==> config.mk <==
export PLATFORM = sky130hd
export DESIGN_NAME = top_k_sorted_insert_table_core
export DESIGN_NICKNAME = d
export VERILOG_FILES = /design/src/sv/tkst_pkg.sv /design/src/sv/tkst_cell.sv /design/src/sv/top_k_sorted_insert_table_core.sv
export SDC_FILE = /design/constraint.sdc
export NUM_CORES = 2
export LEC_CHECK = 0
export BUFFER_PORTS_ARGS = -buffer_cell sky130_fd_sc_hd__clkbuf_2
export CELL_PAD_IN_SITES_DETAIL_PLACEMENT = 0
export CELL_PAD_IN_SITES_GLOBAL_PLACEMENT = 1
export CORE_MARGIN = 2
export CORE_UTILIZATION = 43
export CTS_BUF_LIST = sky130_fd_sc_hd__clkbuf_16
export DETAILED_ROUTE_END_ITERATION = 16
export HOLD_SLACK_MARGIN = 0.02
export PLACE_DENSITY = 0.65
export SYNTH_ARGS = -nofsm -noshare
export SYNTH_HDL_FRONTEND = slang
export SYNTH_HIERARCHICAL = 1
export SYNTH_SLANG_ARGS = --single-unit
export TNS_END_PERCENT = 5
==> constraint.sdc <==
create_clock -name clk -period 15.9 [get_ports clk]
set_clock_uncertainty 0.15 [all_clocks]
set_input_delay 1.59 -clock clk [delete_from_list [all_inputs] [get_ports clk]]
set_output_delay 1.59 -clock clk [all_outputs]
set_load 0.01 [all_outputs]
==> src/sv/tkst_pkg.sv <==
// Shared types and constants for the top-k sorted insertion table.
package tkst_pkg;

	localparam int DEPTH = 16;
	localparam int IDX_W = (DEPTH > 1) ? $clog2(DEPTH) : 1;
	localparam int CNT_W = $clog2(DEPTH + 1);
	localparam int CAP_RESET = (DEPTH < 16) ? DEPTH : 16;

	typedef enum logic {
		ACT_INSERT = 1'b0,
		ACT_READ   = 1'b1
	} action_t;

	typedef struct packed {
		logic signed [31:0] score;
		logic [2:0]         difficulty;
		logic [7:0]         guesses;
		logic [15:0]        tag;
		logic [31:0]        stamp;
	} rec_t;

	typedef struct packed {
		logic ins;      // insert transaction this cycle
		logic live;     // slot holds a valid entry
		logic in_range; // slot below effective capacity
	} cell_ctl_t;

endpackage

==> src/sv/tkst_cell.sv <==
// One slot of the insertion row: compare, shift from upper neighbor, or store new record.
module tkst_cell (
	input  logic              clk,
	input  tkst_pkg::cell_ctl_t ctl,
	input  tkst_pkg::rec_t    new_rec,
	input  tkst_pkg::rec_t    prev_rec,
	input  logic              prev_at,
	output logic              at,
	output tkst_pkg::rec_t    rec
);
	import tkst_pkg::*;

	rec_t rec_q;
	logic wr;

	// at: new record belongs at or above this slot
	assign at  = !ctl.live || (new_rec.score > rec_q.score);
	assign wr  = ctl.ins && ctl.in_range && (prev_at || at);
	assign rec = rec_q;

	always_ff @(posedge clk) begin
		if (wr) begin
			rec_q <= prev_at ? prev_rec : new_rec;
		end
	end

endmodule

==> src/sv/top_k_sorted_insert_table_core.sv <==
// Top level of the top-k sorted insertion table: cell row, count, capacity and result register.
//
//   channel  signals                      direction  contents
//   in       in_valid / in_ready          input      action, record fields, read_index
//   out      out_valid / out_ready        output     accepted, position, entry_count, entry_*
//   cfg      cfg_valid / cfg_ready        input      capacity
//
// One item per cycle while not stalled: on an insert the cells compare and shift at the edge
// it is taken, the result register loads then and the result is offered the cycle after.
// in_ready drops only while a result waits and out_ready is low.
// Reset clears the entry count and sets capacity to 16; cfg_ready is always high.
module top_k_sorted_insert_table_core (
	input  logic         clk,
	input  logic         arst_n,
	input  logic         in_valid,
	output logic         in_ready,
	input  logic         action,
	input  logic signed [31:0] score,
	input  logic [2:0]   difficulty,
	input  logic [7:0]   guesses,
	input  logic [15:0]  player_tag,
	input  logic [31:0]  timestamp,
	input  logic [3:0]   read_index,
	output logic         out_valid,
	input  logic         out_ready,
	output logic         accepted,
	output logic [3:0]   position,
	output logic [4:0]   entry_count,
	output logic         entry_valid,
	output logic signed [31:0] entry_score,
	output logic [2:0]   entry_difficulty,
	output logic [7:0]   entry_guesses,
	output logic [15:0]  entry_tag,
	output logic [31:0]  entry_time,
	input  logic         cfg_valid,
	output logic         cfg_ready,
	input  logic [4:0]   capacity
);
	import tkst_pkg::*;

	logic [CNT_W-1:0] filled_q;
	logic [CNT_W-1:0] cap_q;
	logic [CNT_W-1:0] cap_wr;
	logic [CNT_W-1:0] filled_nxt;
	logic [IDX_W-1:0] pos;
	logic [31:0]      pos_w;
	logic [31:0]      cnt_w;
	logic             acc;
	logic             in_fire;
	logic             ins_fire;
	logic             cfg_fire;
	logic             rd_valid;
	rec_t             new_rec;
	rec_t             rd_rec;
	rec_t             cell_rec [DEPTH];
	rec_t             prev_rec [DEPTH];
	logic             cell_at  [DEPTH];
	logic             prev_at  [DEPTH];
	cell_ctl_t        ctl      [DEPTH];

	logic             out_valid_q;
	logic             accepted_q;
	logic [3:0]       position_q;
	logic [4:0]       count_q;
	logic             entry_valid_q;
	rec_t             entry_q;

	assign cfg_ready = 1'b1;
	assign cfg_fire  = cfg_valid;
	assign in_ready  = !out_valid_q || out_ready;
	assign in_fire   = in_valid && in_ready;
	assign ins_fire  = in_fire && (action_t'(action) == ACT_INSERT);

	assign new_rec = '{score: score, difficulty: difficulty, guesses: guesses,
		tag: player_tag, stamp: timestamp};

	for (genvar i = 0; i < DEPTH; i++) begin : g_cell
		if (i == 0) begin : g_head
			assign prev_rec[i] = new_rec;
			assign prev_at[i]  = 1'b0;
		end else begin : g_link
			assign prev_rec[i] = cell_rec[i-1];
			assign prev_at[i]  = cell_at[i-1];
		end
		assign ctl[i] = '{ins: ins_fire,
			live: (CNT_W'(i) < filled_q),
			in_range: (CNT_W'(i) < cap_q)};
		tkst_cell u_cell (
			.clk      (clk),
			.ctl      (ctl[i]),
			.new_rec  (new_rec),
			.prev_rec (prev_rec[i]),
			.prev_at  (prev_at[i]),
			.at       (cell_at[i]),
			.rec      (cell_rec[i])
		);
	end

	// insertion point is the first slot flagged; flags are monotonic along the row
	always_comb begin
		acc = 1'b0;
		pos = '0;
		for (int i = DEPTH - 1; i >= 0; i--) begin
			if (cell_at[i]) begin
				pos = IDX_W'(i);
			end
			if (cell_at[i] && (CNT_W'(i) < cap_q)) begin
				acc = 1'b1;
			end
		end
	end

	always_comb begin
		rd_rec = '0;
		for (int i = 0; i < DEPTH; i++) begin
			if (32'(read_index) == 32'(i)) begin
				rd_rec = cell_rec[i];
			end
		end
	end

	assign rd_valid = (32'(read_index) < 32'(filled_q));

	always_comb begin
		filled_nxt = filled_q;
		if (ins_fire && acc && (filled_q < cap_q)) begin
			filled_nxt = filled_q + CNT_W'(1);
		end
	end

	always_comb begin
		if (capacity == 5'd0) begin
			cap_wr = CNT_W'(1);
		end else if (32'(capacity) > 32'(DEPTH)) begin
			cap_wr = CNT_W'(DEPTH);
		end else begin
			cap_wr = CNT_W'(capacity);
		end
	end

	assign pos_w = 32'(pos);
	assign cnt_w = 32'(filled_nxt);

	always_ff @(posedge clk or negedge arst_n) begin
		if (!arst_n) begin
			filled_q <= '0;
			cap_q    <= CNT_W'(CAP_RESET);
		end else if (cfg_fire) begin
			cap_q <= cap_wr;
			if (filled_q > cap_wr) begin
				filled_q <= cap_wr;
			end
		end else begin
			filled_q <= filled_nxt;
		end
	end

	always_ff @(posedge clk or negedge arst_n) begin
		if (!arst_n) begin
			out_valid_q <= 1'b0;
		end else if (in_fire) begin
			out_valid_q <= 1'b1;
		end else if (out_ready) begin
			out_valid_q <= 1'b0;
		end
	end

	always_ff @(posedge clk) begin
		if (in_fire) begin
			count_q <= cnt_w[4:0];
			if (action_t'(action) == ACT_INSERT) begin
				accepted_q    <= acc;
				position_q    <= acc ? pos_w[3:0] : 4'd0;
				entry_valid_q <= 1'b0;
				entry_q       <= '0;
			end else begin
				accepted_q    <= 1'b0;
				position_q    <= 4'd0;
				entry_valid_q <= rd_valid;
				entry_q       <= rd_valid ? rd_rec : '0;
			end
		end
	end

	assign out_valid        = out_valid_q;
	assign accepted         = accepted_q;
	assign position         = position_q;
	assign entry_count      = count_q;
	assign entry_valid      = entry_valid_q;
	assign entry_score      = entry_q.score;
	assign entry_difficulty = entry_q.difficulty;
	assign entry_guesses    = entry_q.guesses;
	assign entry_tag        = entry_q.tag;
	assign entry_time       = entry_q.stamp;

endmodule
==> out/metrics.yaml <==
setup_path:
  critPathTopFamily: "simple AND/OR/NAND/NOR gates"
  max_stage_delay_ns: 0.78
  crit_buf_inv: 3
  cp-end-kind: "flop"
  required_ns: 16.35
  critPathMostFrequentCell: "nor4_4"
  worstPathArrival_ns: 7.74
  worstPathCellList: "clkbuf_2 -> buf_4 -> ha_1 -> nand4_1 -> nor4_4 -> nor3b_2 -> a211oi_1 -> o21ai_4 -> buf_12 -> maj3_1 -> o22ai_1 -> o21ai_0 -> nor4_4 -> nor3_2 -> nand3_1 -> xnor2_1"
  worstPathMaxFanout: 85
  cp_slowest_cell: "nor3_2"
  startpoint_type: "input port"
  crit_type: "input port to flop"
run_status:
  violations: "max-capacitance violations, max-slew violations"
  outcome: "finished, violations left"
timing:
  setup_viol: 0
  tightest_slew_ns: 1.72
  finalCriticalPeriod_ns: 7.29
  rsz0062_at_grt: "false"
  finalCritPeriodShare_pct: 45.8
  max-slew-margin-rel_pct: -15.6
  final.setup.tns_ns: 0
  worst_slack_ns: 8.61
  fmax_mhz: 137
  holdWs_ns: 0.394
  drv_slew: 4
  hold_viol_final: 0
logic_synthesis:
  synth_top_area_share_pct: 50.2
  ys.flop_type: "edfxtp_1"
  synth_edf_count: 1558
  syn_avg_cell_area_um2: 12.3
  synthTopCellsByArea: "edfxtp_1 (50%), mux2_2 (19%), ha_1 (7.0%), a21oi_1 (2.9%), inv_1 (2.4%)"
  synth_commonest_cells: "mux2_2 (1570), edfxtp_1 (1558), inv_1 (603), a21oi_1 (549), ha_1 (525)"
  synth-seq-area-share_pct: 50.5
  synth_seq_cells: 1569
  synth.distinct_cells: 76
  yosys_warnings: 6
  yosys.cell_count.top_type: "mux2_2"
  synthCells: 7569
  yosys.area.top_type: "edfxtp_1"
  async_flop_share_pct: 0.701
  synth_area_um2: 93200
cts:
  cts.path.max_buffers: 3
  insertion_delay_ns: 0.88
  cts.clk_slew.worst_paths_ns: 0.06
  holdBufCountCts: 0
  postCtsSetupRepairBufs: 0
  ctsResizeCount: 0
  tritoncts: "yes"
  htreeDepth: 4
  cts-buffers-inserted: 180
  cts_num_sinks: 1569
  root_buffer: "clkbuf_16"
layout:
  area_growth_pct: 11.7
  drive_gt1_share_pct: 30.7
  fin_nets: 8383
grt:
  overflow: 0
  grt_first_pass_wirelength_mm: 551
  antenna_found_initial: 52
  grt_pass1_vias: 67900
  grt_max_degree: 100
  grt_usage_pct: 35.4
routing:
  routed_via_density: 6.61
  routed_wl_mm: 402
  vias: 71100
  drt-pass1-iter-count: 8
  wl_per_cell_um: 37.4
  drc_errors: 0
  ant_nets: 0
  drt_iter0_drc: 9756
floorplanning:
  die-area_um2: 221000
  die_w_um: 470
  rows: 170
  fp.dieH_um: 470
  io_pins: 211
  coreArea_um2: 215000
  start_util_pct: 43.3
hold_path:
  hold_class: "flop to flop"
placement:
  gp_congestion: 0.970
  pre_cts_ws_ns: 8.03
  hpwl_mm: 254
  portBuffers: 209
power_and_ir_drop:
  p_per_area_nw_per_um2: 128
  p_leak_nw: 38.8
  irDropWorstVdd_mv: 0.134
run:
  cap_viol_max_count: 1
registers in the layout, indices dropped and copies added, names as in the netlist:
name / count
accepted: 1
cap_q: 5
entry_count: 5
entry_difficulty: 3
entry_guesses: 8
entry_score: 32
entry_tag: 16
entry_time: 32
entry_valid: 1
filled_q: 5
g_cell.u_cell/rec: 1456
out_valid: 1
position: 4
area by class of cell:
cell class / count / area [um^2]
Antenna cell: 18 / 45.0
Clock buffer: 182 / 4550
Clock inverter: 141 / 1130
Fill cell: 19200 / 111000
Inverter: 603 / 2270
Multi-Input combinational cell: 4973 / 42500
Sequential cell: 1569 / 47100
Tap cell: 2838 / 3550
Timing Repair Buffer: 425 / 2950
placed cells by master (no fill, tap or decap), types with 56 or more instances in the layout:
| cell type | Yosys | routed |
|---|---|---|
| o221ai_1 | 56 | 56 |
| ha_1 | 525 | 525 |
| o21ai_0 | 426 | 409 |
| nor3_1 | 75 | 57 |
| inv_1 | 603 | 637 |
| nand2_1 | 372 | 362 |
| edfxtp_1 | 1558 | 1558 |
| nand3_1 | 68 | 68 |
| clkbuf_16 | 0 | 182 |
| clkbuf_2 | 0 | 205 |
| a21oi_1 | 549 | 549 |
| nand4_1 | 130 | 130 |
| a221oi_1 | 65 | 60 |
| buf_4 | 3 | 196 |
| o22ai_1 | 104 | 104 |
| mux2_2 | 1570 | 1570 |
| mux2i_1 | 161 | 161 |
| a211oi_1 | 69 | 68 |
| nor2_1 | 243 | 227 |
final timing paths:
check,startpoint,slack (ns),cells after the start,to
worst max-delay path,score[27],8.61,16,entry_count[4]
worst min-delay path,g_cell[2].u_cell/rec[36],0.39,1,g_cell[3].u_cell/rec[36]
worst max register to register,g_cell[1].u_cell/rec[85],9.47,15,entry_count[4]
worst min register to register,g_cell[2].u_cell/rec[36],0.39,1,g_cell[3].u_cell/rec[36]
max in group asynchronous,arst_n,14.82,1,cap_q[4]
min in group asynchronous,arst_n,0.48,1,filled_q[2]
kinds of logic after synthesis:
logic type / after synthesis / share of synthesized area [%]
other cells: 2 / 0.00806
flops: 1569 / 50.5
compound gates: 1614 / 10.8
mux: 1753 / 21.2
xor+xnor: 4 / 0.0376
buf+inv: 1031 / 4.40
fa+ha+maj: 526 / 7.06
simple gates: 1070 / 6.01
report_power, final:
part / switching [W] / internal, W / total [W]
clock: 0.00185 / 0.00226 / 0.00411
sequential: 0.000175 / 0.00510 / 0.00527
combinational: 0.00246 / 0.00152 / 0.00397
total: 0.00448 / 0.00888 / 0.0134
per-layer routing:
metal,global-route usage (%),wire length [um],vias up
li1,-,-,29500
met1,50.1,169000,36400
met2,51.9,171000,4340
met3,9.27,45700,784
met4,13.5,16600,30
met5,0,186,-
worst reg2reg max path, stage by stage, from the launching register on:
cell and delay [ns]:
edfxtp_1 0.42, inv_1 0.07, ha_1 0.29, nand4_1 0.40, nor4_4 0.74, nor3b_2 0.71, a211oi_1 0.20, o21ai_4 0.59
buf_12 0.60, maj3_1 0.48, o22ai_1 0.06, o21ai_0 0.18, nor4_4 0.11, nor3_2 0.78, nand3_1 0.21, xnor2_1 0.18
stage by stage:
stage / power, W / cells / utilization, % / cell area, um^2
2_1_floorplan: 0.00768 / 7573 / - / 93200
3_3_place_gp: 0.00913 / 10400 / 45.7 / 98400
3_5_place_dp: 0.00919 / 10400 / 45.7 / 98400
4_1_cts: 0.0133 / 10700 / 48.4 / 104000
5_1_grt: 0.0137 / 10700 / 48.4 / 104000
6_report: 0.0134 / 10700 / 48.4 / 104000
Power figures use the tool's default switching activity.
